### src/design/bbc_pkg.sv
// Shared constants, codes and types for the bracket balance checker.
package bbc_pkg;

    localparam int STACK_DEPTH   = 64;
    localparam int POSITION_BITS = 32;
    localparam int COUNT_BITS    = $clog2(STACK_DEPTH + 1);
    localparam int KIND_BITS     = 3;
    localparam int STATUS_BITS   = 3;
    localparam int DEPTH_BITS    = 7;
    localparam int IN_USER_BITS  = KIND_BITS + 1;
    localparam int OUT_DATA_RAW  = POSITION_BITS + DEPTH_BITS;
    localparam int OUT_DATA_BITS = ((OUT_DATA_RAW + 7) / 8) * 8;

    localparam logic [KIND_BITS-1:0] KIND_OPEN_ROUND   = 3'd1;
    localparam logic [KIND_BITS-1:0] KIND_OPEN_SQUARE  = 3'd2;
    localparam logic [KIND_BITS-1:0] KIND_CLOSE_ROUND  = 3'd3;
    localparam logic [KIND_BITS-1:0] KIND_CLOSE_SQUARE = 3'd4;

    localparam logic [STATUS_BITS-1:0] ST_PENDING  = 3'd0;
    localparam logic [STATUS_BITS-1:0] ST_BALANCED = 3'd1;
    localparam logic [STATUS_BITS-1:0] ST_UNCLOSED = 3'd2;
    localparam logic [STATUS_BITS-1:0] ST_EXCESS   = 3'd3;
    localparam logic [STATUS_BITS-1:0] ST_MISMATCH = 3'd4;
    localparam logic [STATUS_BITS-1:0] ST_OVERFLOW = 3'd5;
    localparam logic [STATUS_BITS-1:0] ST_IGNORED  = 3'd6;

    typedef struct packed {
        logic                     square;
        logic [POSITION_BITS-1:0] position;
    } stack_entry_t;

    typedef struct packed {
        logic push;
        logic pop;
    } cell_ctrl_t;

endpackage

### src/design/bracket_balance_checker_unit.sv
// Top level of the bracket balance checker: query control and the row of stack cells.
// A result is registered and appears on the master side in the cycle after its token is accepted.
// Throughput: one token per cycle unless m_tready stalls; on a push or a pop every cell
// shifts one place at once, and only the top two cells are read, so the output keeps pace.
// Reset: aresetn clears the depth count, session mark, error flag and output valid.
// The stack cells need no clearing, since the depth count alone marks live entries.
module bracket_balance_checker_unit (
    input  logic                                  aclk,
    input  logic                                  aresetn,
    input  logic                                  s_tvalid,
    output logic                                  s_tready,
    input  logic [bbc_pkg::POSITION_BITS-1:0]     s_tdata,  // position
    input  logic [bbc_pkg::IN_USER_BITS-1:0]      s_tuser,  // kind, after_session
    input  logic                                  s_tlast,
    output logic                                  m_tvalid,
    input  logic                                  m_tready,
    output logic [bbc_pkg::OUT_DATA_BITS-1:0]     m_tdata,  // error_position, open_depth
    output logic [bbc_pkg::STATUS_BITS-1:0]       m_tuser,  // status
    output logic                                  m_tlast
);
    import bbc_pkg::*;

    logic                     accept;
    logic [KIND_BITS-1:0]     kind;
    logic                     after_session;
    logic                     is_open;
    logic                     is_close;
    logic                     want_square;
    stack_entry_t             new_entry;
    cell_ctrl_t               ctrl;
    stack_entry_t             cells [STACK_DEPTH];

    logic [COUNT_BITS-1:0]    count_reg;
    logic [COUNT_BITS-1:0]    count_next;
    logic [COUNT_BITS-1:0]    depth_out;
    logic                     session_valid_reg;
    logic                     session_valid_next;
    logic [POSITION_BITS-1:0] session_pos_reg;
    logic [POSITION_BITS-1:0] session_pos_next;
    logic                     error_seen_reg;
    logic                     error_seen_next;
    logic [STATUS_BITS-1:0]   status;
    logic [POSITION_BITS-1:0] err_pos;
    logic [POSITION_BITS-1:0] top_after;

    logic                     m_valid_reg;
    logic                     m_valid_next;
    logic [STATUS_BITS-1:0]   m_status_reg;
    logic [POSITION_BITS-1:0] m_err_pos_reg;
    logic [DEPTH_BITS-1:0]    m_depth_reg;
    logic                     m_last_reg;

    assign s_tready      = !m_valid_reg || m_tready;
    assign accept        = s_tvalid && s_tready;
    assign kind          = s_tuser[KIND_BITS-1:0];
    assign after_session = s_tuser[KIND_BITS];
    assign is_open       = (kind == KIND_OPEN_ROUND) || (kind == KIND_OPEN_SQUARE);
    assign is_close      = (kind == KIND_CLOSE_ROUND) || (kind == KIND_CLOSE_SQUARE);
    assign want_square   = (kind == KIND_CLOSE_SQUARE);
    assign new_entry.square   = (kind == KIND_OPEN_SQUARE);
    assign new_entry.position = s_tdata;

    always_comb begin
        ctrl               = '0;
        status             = ST_PENDING;
        err_pos            = '0;
        count_next         = count_reg;
        session_valid_next = session_valid_reg;
        session_pos_next   = session_pos_reg;
        error_seen_next    = error_seen_reg;
        top_after          = cells[0].position;
        depth_out          = count_reg;
        if (accept) begin
            if (error_seen_reg) begin
                status = ST_IGNORED;
            end else begin
                if (is_open) begin
                    if (count_reg == COUNT_BITS'(STACK_DEPTH)) begin
                        status = ST_OVERFLOW;
                    end else begin
                        ctrl.push  = 1'b1;
                        count_next = count_reg + COUNT_BITS'(1);
                        top_after  = s_tdata;
                        if ((kind == KIND_OPEN_ROUND) && after_session) begin
                            session_valid_next = 1'b1;
                            session_pos_next   = s_tdata;
                        end
                    end
                end else if (is_close) begin
                    if (count_reg == '0) begin
                        status = ST_EXCESS;
                    end else if ((cells[0].square == want_square) ||
                                 (session_valid_reg && (count_reg >= COUNT_BITS'(2)) &&
                                  (cells[1].position == session_pos_reg))) begin
                        ctrl.pop   = 1'b1;
                        count_next = count_reg - COUNT_BITS'(1);
                        top_after  = cells[1].position;
                    end else begin
                        status = ST_MISMATCH;
                    end
                end
                if (status != ST_PENDING) begin
                    error_seen_next = 1'b1;
                    err_pos         = s_tdata;
                end else if (s_tlast) begin
                    if (count_next == '0) begin
                        status = ST_BALANCED;
                    end else begin
                        status  = ST_UNCLOSED;
                        err_pos = top_after;
                    end
                end
            end
            depth_out = count_next;
            if (s_tlast) begin
                count_next         = '0;
                session_valid_next = 1'b0;
                session_pos_next   = '0;
                error_seen_next    = 1'b0;
            end
        end
    end

    genvar i;
    generate
        for (i = 0; i < STACK_DEPTH; i++) begin : g_cell
            stack_entry_t above;
            stack_entry_t below;
            if (i == 0) begin : g_top
                assign above = new_entry;
            end else begin : g_mid
                assign above = cells[i-1];
            end
            if (i == STACK_DEPTH - 1) begin : g_bottom
                assign below = cells[i];
            end else begin : g_rest
                assign below = cells[i+1];
            end
            bbc_cell u_cell (
                .aclk  (aclk),
                .ctrl  (ctrl),
                .above (above),
                .below (below),
                .entry (cells[i])
            );
        end
    endgenerate

    assign m_valid_next = accept || (m_valid_reg && !m_tready);

    always_ff @(posedge aclk) begin
        if (!aresetn) begin
            count_reg         <= '0;
            session_valid_reg <= 1'b0;
            session_pos_reg   <= '0;
            error_seen_reg    <= 1'b0;
            m_valid_reg       <= 1'b0;
        end else begin
            count_reg         <= count_next;
            session_valid_reg <= session_valid_next;
            session_pos_reg   <= session_pos_next;
            error_seen_reg    <= error_seen_next;
            m_valid_reg       <= m_valid_next;
        end
    end

    always_ff @(posedge aclk) begin
        if (accept) begin
            m_status_reg  <= status;
            m_err_pos_reg <= err_pos;
            m_depth_reg   <= DEPTH_BITS'(depth_out);
            m_last_reg    <= s_tlast;
        end
    end

    assign m_tvalid = m_valid_reg;
    assign m_tuser  = m_status_reg;
    assign m_tlast  = m_last_reg;
    assign m_tdata  = OUT_DATA_BITS'({m_depth_reg, m_err_pos_reg});

endmodule

### src/design/bbc_cell.sv
// One stack cell: takes the entry above on a push and the entry below on a pop.
module bbc_cell (
    input  logic                  aclk,
    input  bbc_pkg::cell_ctrl_t   ctrl,
    input  bbc_pkg::stack_entry_t above,
    input  bbc_pkg::stack_entry_t below,
    output bbc_pkg::stack_entry_t entry
);
    import bbc_pkg::*;

    stack_entry_t entry_reg;

    always_ff @(posedge aclk) begin
        if (ctrl.push) begin
            entry_reg <= above;
        end else if (ctrl.pop) begin
            entry_reg <= below;
        end
    end

    assign entry = entry_reg;

endmodule
### config.mk
export PLATFORM = sky130hd
export DESIGN_NAME = bracket_balance_checker_unit
export DESIGN_NICKNAME = d
export VERILOG_FILES = /design/src/design/bbc_pkg.sv /design/src/design/bracket_balance_checker_unit.sv /design/src/design/bbc_cell.sv
export SDC_FILE = /design/constraint.sdc
export NUM_CORES = 2
export LEC_CHECK = 0
export ABC_AREA = 1
export BUFFER_PORTS_ARGS = -buffer_cell sky130_fd_sc_hd__buf_4
export CORE_UTILIZATION = 55
export CTS_CLUSTER_SIZE = 30
export DETAILED_ROUTE_END_ITERATION = 8
export GPL_TIMING_DRIVEN = 0
export PLACE_DENSITY = 0.79
export SLEW_MARGIN = 20
export SYNTH_ARGS = -nofsm -noshare
export SYNTH_HDL_FRONTEND = slang
export SYNTH_SLANG_ARGS = --single-unit
### constraint.sdc
create_clock -name aclk -period 149.7 [get_ports aclk]
set_clock_uncertainty 0.1 [all_clocks]
set_input_delay 22.455 -clock aclk [delete_from_list [all_inputs] [get_ports aclk]]
set_output_delay 22.455 -clock aclk [all_outputs]
set_load 0.005 [all_outputs]
==> results.tsv <==
stage	metric	value	unit
floorplanning	num ports	87	
synthesis	Area contributors post-synth	edfxtp_1 69%, o21ai_0 10%, nand2_1 10%	
floorplanning	row count	150	
detailed_routing	detailed-route vias per instance	5.785	
worst_hold_path	worst hold path type	reg -> reg	
synthesis	Synth top cells by count	2540 x nand2_1, 2155 x edfxtp_1, 1925 x o21ai_0, 1042 x inv_1, 285 x clkbuf_1	
synthesis	Syn Inst Count	8602	
final_layout	Final Util	63.04	%
final_layout	Design Area, Final	105600	um^2
clocking	TritonCTS Sinks	2197	
placement	IO Port Bufs	85	
detailed_routing	routed via count	65760	
final_layout	number of flip-flops in the largest register	2112	
synthesis	Yosys warnings	0	
synthesis	top-count cell post-synth	nand2_1	
placement	Final HPWL DP	165.5	mm
final_layout	number of nets in the layout	9041	
critical_path	Worst path top cell family by delay	buffers and inverters	
synthesis	Synth area leader	edfxtp_1	
synthesis	register area share after synthesis	70.37	%
critical_path	crit-path most repeated cell	buf_4	
synthesis	synthesis-stage register bit count	2197	
placement	Placed Area	99310	um^2
global_route	initial antenna violation count	5	
critical_path	Req. time, crit path	127150	ps
sta	Final min period	45370	ps
synthesis	Synth async-reset ratio	0	%
synthesis	area of the mapped netlist	93150	um^2
clocking	Post-CTS Resized	0	
sta	final-report setup violation count	0	
clocking	Clk Latency, worst-skew pair	860	ps
power	Leakage	40.33	nW
sta	fmax	22.04	MHz
global_route	GR Util All Layers	26.30	%
final_layout	layout cells sized above 1	8.315	%
global_route	vias in the first global route	62210	
critical_path	Worst Path Buf+Inv	3	
sta	RSZ-0062 raised after global routing	no	
clocking	cts bufs inserted	207	
synthesis	Primary FF master, synth	edfxtp_1	
floorplanning	Die H	413.5	um
run_status	status	complete, no violations	
critical_path	crit end category	output pin	
detailed_routing	drt drc	0	
flow_run	Max Cap Violations	0	
clocking	Worst-path clk slew	60	ps
clocking	# hold bufs at CTS	0	
critical_path	crit-path max FO	3	
critical_path	Critical Path AT	22820	ps
sta	Slew HR	50.64	%
sta	setup_tns	0	ps
detailed_routing	starting DRC count in detailed routing	9819	
synthesis	area share of the largest cell type after synthesis	69.47	%
power	total power	1.309	mW
critical_path	Startpoint Class	primary input	
detailed_routing	Pre-Repair DR Iteration Count	6	
power	Pwr Density	12.39	nW/um^2
synthesis	post-synthesis cell type count	38	
critical_path	crit path kind	in -> out	
floorplanning	Initial Utilization	55.58	%
sta	Hold Vio Cnt, Final	0	
clocking	Post-CTS Setup Bufs	0	
final_layout	area delta synth->final	13.41	%
clocking	# H-tree levels	4	
critical_path	Crit-path slowest cell	buf_4	
placement	placer congestion estimate	0.9131	
floorplanning	Core Region	167600	um^2
sta	Final period util	30.31	%
global_route	largest net degree at the start of global routing	43	
sta	worst-margin pin slew	737.6	ps
sta	Final Max Tran Viols	0	
power	maximum vdd drop	0.01326	mV
critical_path	CP peak stage delay	140	ps
synthesis	Synth Area per Inst	10.83	um^2
clocking	Max Buffers Root-to-Sink	3	
global_route	GRT overflow	0	
floorplanning	Chip Width	413.5	um
detailed_routing	post-route ant nets	0	
synthesis	syn_nets	8646	
clocking	CTS tree	done	
clocking	clk root buf	clkbuf_16	
global_route	first-pass GRT wire length	348.7	mm
critical_path	crit-path cells	buf_4 > inv_1 > nand2_1 > buf_4	
final_layout	FILL cells	11900	
floorplanning	total die area	171000	um^2
synthesis	EDFF count, synth	2155	
sta	Fin Hold WS	340.9	ps
detailed_routing	Avg WL per Cell	19.97	um
detailed_routing	Routed WL	227.0	mm
kinds of logic after synthesis:
family	after synthesis	share of synthesized area (%)
AOI/OAI and AO/OA	2157	11.77
xor gates and xnor gates	9	0.08462
adders and majority gates	3	0.04030
buffers and inverters	1557	6.609
DFF	2197	70.37
other	1	0.004026
and+or+nand+nor	2678	11.12
cells in the final DEF, fill, tap and decap left out, types with 31 or more instances in the layout:
cell type and count:
o21ai_1 81, buf_2 197, inv_1 1041, nor2_1 63
a21oi_2 32, nand3_2 31, dfxtp_1 42, o22ai_1 31
edfxtp_1 2155, buf_4 93, buf_16 98, clkbuf_16 209
a21oi_1 82, clkinv_1 52, nand2_1 2540, clkbuf_1 335
o21ai_0 1925, clkinv_2 37
worst paths after layout:
check	start	to	slack, ps	cells past startpoint
setup / recovery	m_tready	s_tready	104330	4
hold / removal	g_cell[62].u_cell.entry[6]	g_cell[63].u_cell.entry[6]	340	0
setup reg to reg	count_reg[0]	g_cell[62].u_cell.entry[1]	143670	29
hold reg to reg	g_cell[62].u_cell.entry[6]	g_cell[63].u_cell.entry[6]	340	0
where the power goes:
part           total, mW  switching (mW)  internal, mW  leakage, nW
logic             0.0924          0.0633        0.0290         17.1
registers          0.717          0.0105         0.707         20.1
clock network      0.500           0.229         0.271         3.09
total               1.31           0.303          1.01         40.3
routing by layer:
| metal | part of all wire (%) | track usage (%) | routed length [um] |
|---|---|---|---|
| met3 | 11 | 4.519 | 23960 |
| met5 | 0 | 0 | 0 |
| met4 | 2.6 | 7.412 | 5827 |
| met1 | 40 | 37.76 | 91490 |
| met2 | 47 | 41.49 | 105700 |
cell type report:
| cell class | count | area (um^2) | share of cell area [%] |
|---|---|---|---|
| sequential | 2197 | 65550 | 62.05 |
| multi-input combinational | 4848 | 21450 | 20.31 |
| clock buffer | 261 | 5425 | 5.135 |
| inverter | 1051 | 3945 | 3.734 |
| timing repair buffer | 186 | 3381 | 3.200 |
| tap | 2204 | 2758 | 2.610 |
| buffer | 506 | 2216 | 2.097 |
| clock inverter | 115 | 913.4 | 0.8646 |
| antenna | 1 | 2.502 | 0.002369 |
stage by stage:
stage | worst slack [ps] | instances
2_1_floorplan | 21670 | 8602
3_3_place_gp | -10940 | 10890
3_5_place_dp | 104320 | 10990
4_1_cts | 104320 | 11370
5_1_grt | 104280 | 11370
6_report | 104330 | 11370
Note: power is estimated with default switching activity, not from simulation.
